`src/rtl/shimgr_pkg.sv`:
```
// Shared interrupt line manager: types, codes and constants.
`default_nettype none

package shimgr_pkg;

  localparam int LINE_COUNT = 16;
  localparam int SLOT_COUNT = 32;
  localparam int LINE_IW    = (LINE_COUNT > 1) ? $clog2(LINE_COUNT) : 1;

  localparam logic [31:0] SLOT_SPACE = 32'((64'd1 << SLOT_COUNT) - 64'd1);

  // report interval is 25 << gap_exp: 100 after reset, doubling stops at 25 << 26
  localparam logic [4:0] GAP_EXP_RESET = 5'd2;
  localparam logic [4:0] GAP_EXP_MAX   = 5'd26;

  localparam int IN_W  = 48;
  localparam int OUT_W = 80;

  typedef enum logic [2:0] {
    ACT_REGISTER = 3'd0,
    ACT_REMOVE   = 3'd1,
    ACT_HANDLE   = 3'd2,
    ACT_ENABLE   = 3'd3,
    ACT_DISABLE  = 3'd4
  } action_e;

  typedef enum logic [1:0] {
    STATUS_OK       = 2'd0,
    STATUS_BAD_LINE = 2'd1,
    STATUS_NO_SLOT  = 2'd2,
    STATUS_SPURIOUS = 2'd3
  } status_e;

  typedef enum logic [1:0] {
    S_IDLE,
    S_CALC,
    S_FINISH
  } state_e;

  typedef struct packed {
    logic [31:0] used;
    logic [31:0] active;
    logic        masked;
    logic        in_use;
    logic [31:0] spur;
  } entry_t;

  localparam entry_t ENTRY_RESET = '{used: '0, active: '0, masked: 1'b1,
                                     in_use: 1'b0, spur: '0};

  typedef struct packed {
    status_e     status;
    logic [4:0]  assigned;
    logic [31:0] call_mask;
    logic        masked;
    logic        in_use;
    logic        ack;
    logic        was_en;
    logic [31:0] spur_total;
    logic        report;
  } result_t;

endpackage

`default_nettype wire

```
`src/rtl/shared_irq_line_manager_unit.sv`:
```
// Shared interrupt line manager: per-line slot table with read-modify-write.
//
// Input stream (s_axis): one action per transaction: register, remove,
// handle, enable or disable on one interrupt line. Output stream (m_axis):
// exactly one result transaction per input transaction, in order.
// Line state (used and active slot masks, mask bit, in-use bit, spurious
// count) is held in a line-indexed synchronous RAM, one entry per line;
// a valid bit per entry makes unwritten entries read as their reset value.
// An action runs in steps: RAM read, update, then the report check for
// spurious counts (the first count, or divisibility by the shared interval)
// with write-back and output load. The next action is taken only once the
// previous one has written back, so actions do not overlap; tvalid rises
// when the output register is loaded in the final step.
// The output register lets a new action be accepted while a result waits;
// if the receiver stalls, the following action is held in its final stage
// until the output register frees up.
// Reset clears all entry valid bits (lines masked, unused, zero counts) and
// sets the report interval to 100; the block is ready in the first cycle.
`default_nettype none

module shared_irq_line_manager_unit import shimgr_pkg::*; (
  input  logic             clk_i,
  input  logic             rst_ni,
  input  logic             s_axis_tvalid_i,
  output logic             s_axis_tready_o,
  // action[2:0], line[7:3], handler_slot[12:8], done_mask[44:13], zero pad
  input  logic [IN_W-1:0]  s_axis_tdata_i,
  output logic             m_axis_tvalid_o,
  input  logic             m_axis_tready_i,
  // status[1:0], assigned_slot[6:2], call_mask[38:7], line_masked[39],
  // line_in_use[40], acknowledge[41], was_enabled[42], spurious_total[74:43],
  // report_spurious[75], zero pad
  output logic [OUT_W-1:0] m_axis_tdata_o
);

  state_e state_q, state_d;

  logic              in_acc;
  logic              fin;
  logic [LINE_IW-1:0] in_idx;

  logic [2:0]  action_q;
  logic [4:0]  line_q;
  logic [4:0]  slot_q;
  logic [31:0] done_q;
  logic        line_ok_q;

  entry_t      mem_q [LINE_COUNT];
  entry_t      rd_q;
  logic [LINE_COUNT-1:0] entry_vld_q;
  logic        rd_vld_q;

  entry_t      n_d, n_q;
  result_t     res_d, res_q;
  logic        chk_d, chk_q;
  logic        wr_d, wr_q;
  logic [11:0] v_d, v_q;

  logic [4:0]  gap_exp_q;
  logic [22:0] prod;
  logic [7:0]  quo;
  logic [11:0] rem;
  logic [31:0] low_mask;
  logic        report;

  result_t     out_q;
  logic        out_vld_q;

  assign in_acc = s_axis_tvalid_i & s_axis_tready_o;
  assign in_idx = s_axis_tdata_i[3 +: LINE_IW];

  // control
  always_comb begin
    state_d         = state_q;
    s_axis_tready_o = 1'b0;
    fin             = 1'b0;
    case (state_q)
      S_IDLE: begin
        s_axis_tready_o = 1'b1;
        if (in_acc) state_d = S_CALC;
      end
      S_CALC: state_d = S_FINISH;
      S_FINISH: begin
        if (!out_vld_q || m_axis_tready_i) begin
          fin     = 1'b1;
          state_d = S_IDLE;
        end
      end
      default: state_d = S_IDLE;
    endcase
  end

  always_ff @(posedge clk_i or negedge rst_ni) begin
    if (!rst_ni) begin
      state_q     <= S_IDLE;
      entry_vld_q <= '0;
      rd_vld_q    <= 1'b0;
      chk_q       <= 1'b0;
      wr_q        <= 1'b0;
      gap_exp_q   <= GAP_EXP_RESET;
      out_vld_q   <= 1'b0;
    end else begin
      state_q <= state_d;
      if (in_acc) rd_vld_q <= entry_vld_q[in_idx];
      if (state_q == S_CALC) begin
        chk_q <= chk_d;
        wr_q  <= wr_d;
      end
      if (fin && wr_q) entry_vld_q[line_q[LINE_IW-1:0]] <= 1'b1;
      if (fin && report && gap_exp_q < GAP_EXP_MAX) gap_exp_q <= gap_exp_q + 5'd1;
      if (fin) out_vld_q <= 1'b1;
      else if (m_axis_tready_i) out_vld_q <= 1'b0;
    end
  end

  // line table
  always_ff @(posedge clk_i) begin
    if (in_acc) rd_q <= mem_q[in_idx];
    if (fin && wr_q) mem_q[line_q[LINE_IW-1:0]] <= n_q;
  end

  always_ff @(posedge clk_i) begin
    if (in_acc) begin
      action_q  <= s_axis_tdata_i[2:0];
      line_q    <= s_axis_tdata_i[7:3];
      slot_q    <= s_axis_tdata_i[12:8];
      done_q    <= s_axis_tdata_i[44:13];
      line_ok_q <= {1'b0, s_axis_tdata_i[7:3]} < 6'(LINE_COUNT);
    end
    if (state_q == S_CALC) begin
      n_q   <= n_d;
      res_q <= res_d;
      v_q   <= v_d;
    end
    if (fin) out_q <= '{status: res_q.status, assigned: res_q.assigned,
                        call_mask: res_q.call_mask, masked: res_q.masked,
                        in_use: res_q.in_use, ack: res_q.ack, was_en: res_q.was_en,
                        spur_total: res_q.spur_total, report: report};
  end

  // entry update
  always_comb begin
    entry_t      e;
    logic        slot_ok;
    logic [31:0] bit_m;
    logic [31:0] free_m;
    logic [4:0]  s;
    logic [31:0] c;

    e       = rd_vld_q ? rd_q : ENTRY_RESET;
    n_d     = e;
    res_d   = '0;
    chk_d   = 1'b0;
    wr_d    = line_ok_q;
    slot_ok = {1'b0, slot_q} < 6'(SLOT_COUNT);
    bit_m   = slot_ok ? (32'd1 << slot_q) : 32'd0;
    free_m  = ~e.used & SLOT_SPACE;
    s       = '0;
    for (int i = SLOT_COUNT - 1; i >= 0; i--) begin
      if (free_m[i]) s = 5'(i);
    end

    case (action_q)
      ACT_REGISTER: begin
        if (free_m == '0) begin
          res_d.status = STATUS_NO_SLOT;
        end else begin
          res_d.assigned = s;
          n_d.used       = e.used | (32'd1 << s);
          n_d.active     = e.active & ~(32'd1 << s);
          if (n_d.active == '0) begin
            n_d.in_use = 1'b1;
            n_d.masked = 1'b0;
          end
        end
      end
      ACT_REMOVE: begin
        if (slot_ok) begin
          n_d.used   = e.used & ~bit_m;
          n_d.active = e.active & ~bit_m;
          if (n_d.used == '0) begin
            n_d.masked = 1'b1;
            n_d.in_use = 1'b0;
          end else if (n_d.active == '0) begin
            n_d.masked = 1'b0;
          end
        end
      end
      ACT_HANDLE: begin
        n_d.masked = 1'b1;
        if (e.used == '0) begin
          res_d.status = STATUS_SPURIOUS;
          if (e.spur != '1) begin
            n_d.spur = e.spur + 32'd1;
            chk_d    = 1'b1;
          end
        end else begin
          res_d.call_mask = e.used;
          res_d.ack       = 1'b1;
          n_d.active      = (e.active | e.used) & ~(e.used & done_q);
          if (n_d.active == '0) n_d.masked = 1'b0;
        end
      end
      ACT_ENABLE: begin
        if (slot_ok) begin
          n_d.active = e.active & ~bit_m;
          if (n_d.active == '0) n_d.masked = 1'b0;
        end
      end
      ACT_DISABLE: begin
        if (slot_ok && (e.active & bit_m) == '0) begin
          n_d.active   = e.active | bit_m;
          n_d.masked   = 1'b1;
          res_d.was_en = 1'b1;
        end
      end
      default: ;
    endcase

    res_d.masked     = n_d.masked;
    res_d.in_use     = n_d.in_use;
    res_d.spur_total = n_d.spur;

    if (!line_ok_q) begin
      res_d        = '0;
      res_d.status = STATUS_BAD_LINE;
      chk_d        = 1'b0;
    end

    // 1024 = -1 mod 25: alternating sum of 10-bit chunks, offset by 42 * 25
    c   = n_d.spur;
    v_d = 12'd1050 + 12'(c[9:0]) + 12'(c[29:20]) - 12'(c[19:10]) - 12'(c[31:30]);
  end

  // report check: count equal to one, or divisible by 25 << gap_exp
  assign prod     = 23'(v_q) * 23'd1311;
  assign quo      = prod[22:15];
  assign rem      = v_q - (12'(quo) << 4) - (12'(quo) << 3) - 12'(quo);
  assign low_mask = (32'd1 << gap_exp_q) - 32'd1;
  assign report   = chk_q & ((res_q.spur_total == 32'd1) |
                    (((res_q.spur_total & low_mask) == '0) & (rem == '0)));

  assign m_axis_tvalid_o = out_vld_q;
  assign m_axis_tdata_o  = {4'd0, out_q.report, out_q.spur_total, out_q.was_en,
                            out_q.ack, out_q.in_use, out_q.masked, out_q.call_mask,
                            out_q.assigned, out_q.status};

endmodule

`default_nettype wire

```
`config.mk`:
```
export PLATFORM = sky130hd
export DESIGN_NAME = shared_irq_line_manager_unit
export DESIGN_NICKNAME = d
export VERILOG_FILES = /design/src/rtl/shimgr_pkg.sv /design/src/rtl/shared_irq_line_manager_unit.sv
export SDC_FILE = /design/constraint.sdc
export NUM_CORES = 2
export LEC_CHECK = 0
export BUFFER_PORTS_ARGS = -buffer_cell sky130_fd_sc_hd__buf_2
export CAP_MARGIN = 20
export CORE_ASPECT_RATIO = 1.25
export CORE_MARGIN = 3
export CORE_UTILIZATION = 45
export DETAILED_ROUTE_END_ITERATION = 6
export GPL_TIMING_DRIVEN = 1
export HOLD_SLACK_MARGIN = 0.12
export PLACE_DENSITY_LB_ADDON = 0.15
export SLEW_MARGIN = 25
export SYNTH_ARGS = -nofsm -noshare
export SYNTH_HDL_FRONTEND = slang
export SYNTH_SLANG_ARGS = --single-unit
export TNS_END_PERCENT = 20
```
`constraint.sdc`:
```
create_clock -name clk_i -period 15.5 [get_ports clk_i]
set_clock_uncertainty 0.2 [all_clocks]
set_input_delay 3.1 -clock clk_i [delete_from_list [all_inputs] [get_ports clk_i]]
set_output_delay 3.1 -clock clk_i [all_outputs]
set_load 0.005 [all_outputs]
```
==> metrics.yaml <==
final_layout:
  area_growth_pct: 12.1
  final_net_count: 4843
  fill_cells: 14683
  final_layout_size_suffix_gt1_frac: 0.226
  multi_input_area_sq_um: 22100
  finish.utilization: 0.511
  finalInstanceArea_sq_um: 93300
  final-seq-area_sq_um: 59900
sta:
  slew_violations: 0
  finalHoldViolCount: 0
  slew_headroom: 0.277
  setup_violations: 0
  fin_tns_setup_ns: 0
  worst_pin_slew_ns: 1.08
  grt_setup_unrepaired: "false"
  finalCritPeriodShare: 0.677
  max_freq_mhz: 95.4
  worst_slack_ns: 5.01
  layout_min_cycle_time_ns: 10.49
worst_setup_path:
  path_class: "reg2reg"
  required_ns: 16.07
  crit_top_cell: "fa_1"
  cp_max_fo: 8
  cp_slowest_stage_delay_ns: 0.75
  crit_path_end_kind: "register"
  start_kind: "register"
  arrival_ns: 11.06
  cpMaxStageDelayCell: "edfxtp_1"
clock_network:
  clock_tree.buffer_depth: 3
  clk_latency_ns: 0.86
  ctsHtreeMaxLevel: 4
  cts_resized: 0
  cts.sinks: 1999
  post-cts-setup-buffers: 0
  cts_tree: "yes"
  hold_buffers: 0
  cts_buffers: 191
  clk_pin_slew_ns: 0.07
  cts_root_buf: "clkbuf_16"
outcome:
  violations: "DRC"
  status: "finished with violations"
routing:
  wl_met3_mm: 15.9
  via_count: 44472
  avgRoutedWirePerCell_um: 32.5
  routed_wl_mm: 232
  met1_length_mm: 99.9
  drc: 1
  ant_nets: 0
  vias_per_cell: 6.22
  dr.max_layer_used: "met5"
  wl_met2_mm: 110
  drt_pass1_iterations: 7
  drt_iter0_markers: 4941
floorplanning:
  rows: 175
  io_pins: 134
  initial_core_util: 0.455
  die_w_um: 391
  die_h_um: 487
  core_sq_um: 183000
  dieArea_sq_um: 190000
synthesis:
  ys_types: 82
  syn-cell-area_sq_um: 83200
  ys_seq_elements: 1999
  syn_area_per_cell_sq_um: 19.0
  syn_inst: 4391
  ys_async_sr_fraction: 0.0135
  yosys_most_used_dff: "edfxtp_1"
  seq_area_frac_synth: 0.720
  synth-edff-count: 1972
  ys_warn_count: 0
job:
  max_cap_viol_count: 0
place:
  placed_area_sq_um: 87000
  port_buffers: 126
  place_congestion: 0.988
  pre_cts_slack_ns: 4.96
  hpwl_mm: 137
global_routing:
  grt_usage: 0.245
  grt_pass1_wl_mm: 333
  grt_pass1_vias: 45038
  grt-ovfl-total: 0
  antenna_found_initial: 11
  grt_max_degree: 128
min_path:
  hold_path.class: "reg2reg"
## path summary, 6_finish.rpt
path | from | end | slack (ns) | cells past startpoint
min in group asynchronous | rst_ni | gap_exp_q[2] | 1.96 | 1
max reg2reg | v_q[6] | gap_exp_q[2] | 5.01 | 31
min | res_q[45] | m_axis_tdata_o[15] | 0.22 | 0
min reg2reg | res_q[45] | m_axis_tdata_o[15] | 0.22 | 0
max | v_q[6] | gap_exp_q[2] | 5.01 | 31
max in group asynchronous | rst_ni | rd_vld_q | 12.60 | 2
## worst max-delay path, delay by kind of cell (launching register included)
family,cells,cell delay [ns]
AO/OA/AOI/OAI,11,3.04
adder cells (fa/ha/maj),9,3.85
buffers and inverters,2,0.11
multiplexers,1,0.17
XOR/XNOR,1,0.32
flip-flops,1,0.75
AND/OR/NAND/NOR,7,1.98
## logic make-up (layout without fill, tap and decap cells)
kind of cell | after synthesis | after routing | synth area share
compound gates | 488 | 488 | 0.0398
xor+xnor | 67 | 67 | 0.00705
fa+ha+maj | 199 | 199 | 0.0359
buf+inv | 361 | 720 | 0.0165
flops | 1999 | 1999 | 0.720
mux | 507 | 507 | 0.135
other cells | 1 | 7 | 0.0000451
simple gates | 769 | 769 | 0.0456
## synth_stat cells (all sizes together) (8+ instances only)
cell type | instances | area [sq um]
a22oi | 20 | 150
nand3 | 57 | 285
a31oi | 13 | 81.3
o31ai | 9 | 67.6
o211ai | 33 | 248
a31o | 8 | 70.1
and2 | 32 | 205
nand2 | 226 | 856
and3 | 38 | 238
xor2 | 27 | 236
mux4 | 495 | 11100
a21boi | 9 | 67.6
o221ai | 12 | 105
nor2 | 172 | 646
o21a | 11 | 82.6
a22o | 9 | 78.8
a211oi | 10 | 75.1
a21oi | 75 | 375
inv | 137 | 514
a21o | 14 | 105
a221o | 9 | 90.1
dfrtp | 26 | 651
nor4 | 42 | 263
a221oi | 14 | 123
mux2i | 9 | 90.1
fa | 66 | 1320
nor2b | 31 | 194
or4 | 10 | 78.8
o21bai | 9 | 67.6
nor3 | 28 | 140
ha | 133 | 1660
o31a | 8 | 70.1
o22ai | 36 | 225
buf | 49 | 205
nand4 | 36 | 231
xnor2 | 40 | 350
or2 | 26 | 163
o2111ai | 12 | 105
edfxtp | 1972 | 59200
clkbuf | 174 | 653
or3 | 11 | 68.8
nand2b | 35 | 219
o21ai | 123 | 616
## metrics by stage
step                      instances  hold slack [ns]
final                          7145            0.218
after global routing           7144            0.225
after CTS                      7141            0.220
after detailed placement       6787            0.205
after global placement         6787            0.204
after floorplan                4394            0.200
## layer usage
layer,vias up,track usage
met1,23970,0.360
li1,18297,-
met5,-,0
met2,1852,0.387
met4,4,0.0655
met3,349,0.0365
## cells in the final DEF, fill, tap and decap left out, types with 13 or more instances in the layout
cell type	count
edfxtp_1	1972
mux4_2	495
nand2_1	225
clkbuf_16	194
nor2_1	157
inv_1	136
ha_1	133
buf_2	122
o21ai_0	121
buf_4	94
a21oi_1	75
fa_1	66
nand3_1	57
clkbuf_1	45
nor4_1	41
xnor2_1	40
and3_1	38
o22ai_1	36
nand4_1	35
clkinv_1	35
nand2b_1	35
o211ai_1	33
clkinv_2	33
nor2b_1	30
and2_1	29
xor2_1	27
or2_2	26
dfrtp_1	25
nor3_1	24
a22oi_1	20
bufinv_16	18
a21o_1	14
a221oi_1	14
a31oi_1	13
nor2_4	13
## state kept, by name (all words and copies together) (netlist names), 2 cells and up
| name | count |
|---|---|
| n_q | 98 |
| slot_q | 5 |
| line_q | 4 |
| gap_exp_q | 5 |
| rd_q | 98 |
| mem_q | 1568 |
| m_axis_tdata_o | 76 |
| state_q | 2 |
| res_q | 75 |
| v_q | 12 |
| entry_vld_q | 16 |
| done_q | 32 |
| action_q | 3 |
## area by class of cell
type,count,area share
inverters,138,0.00563
flip-flops and latches,1999,0.642
clock inverters,109,0.0126
clock buffers,245,0.0547
well taps,2389,0.0320
multi-input cells,2034,0.237
diodes,3,0.0000804
repair buffers,228,0.0163
Power is left out: the tool's default activity adds up to more than one toggle a clock period on the data nets, which glitch-free logic cannot reach.
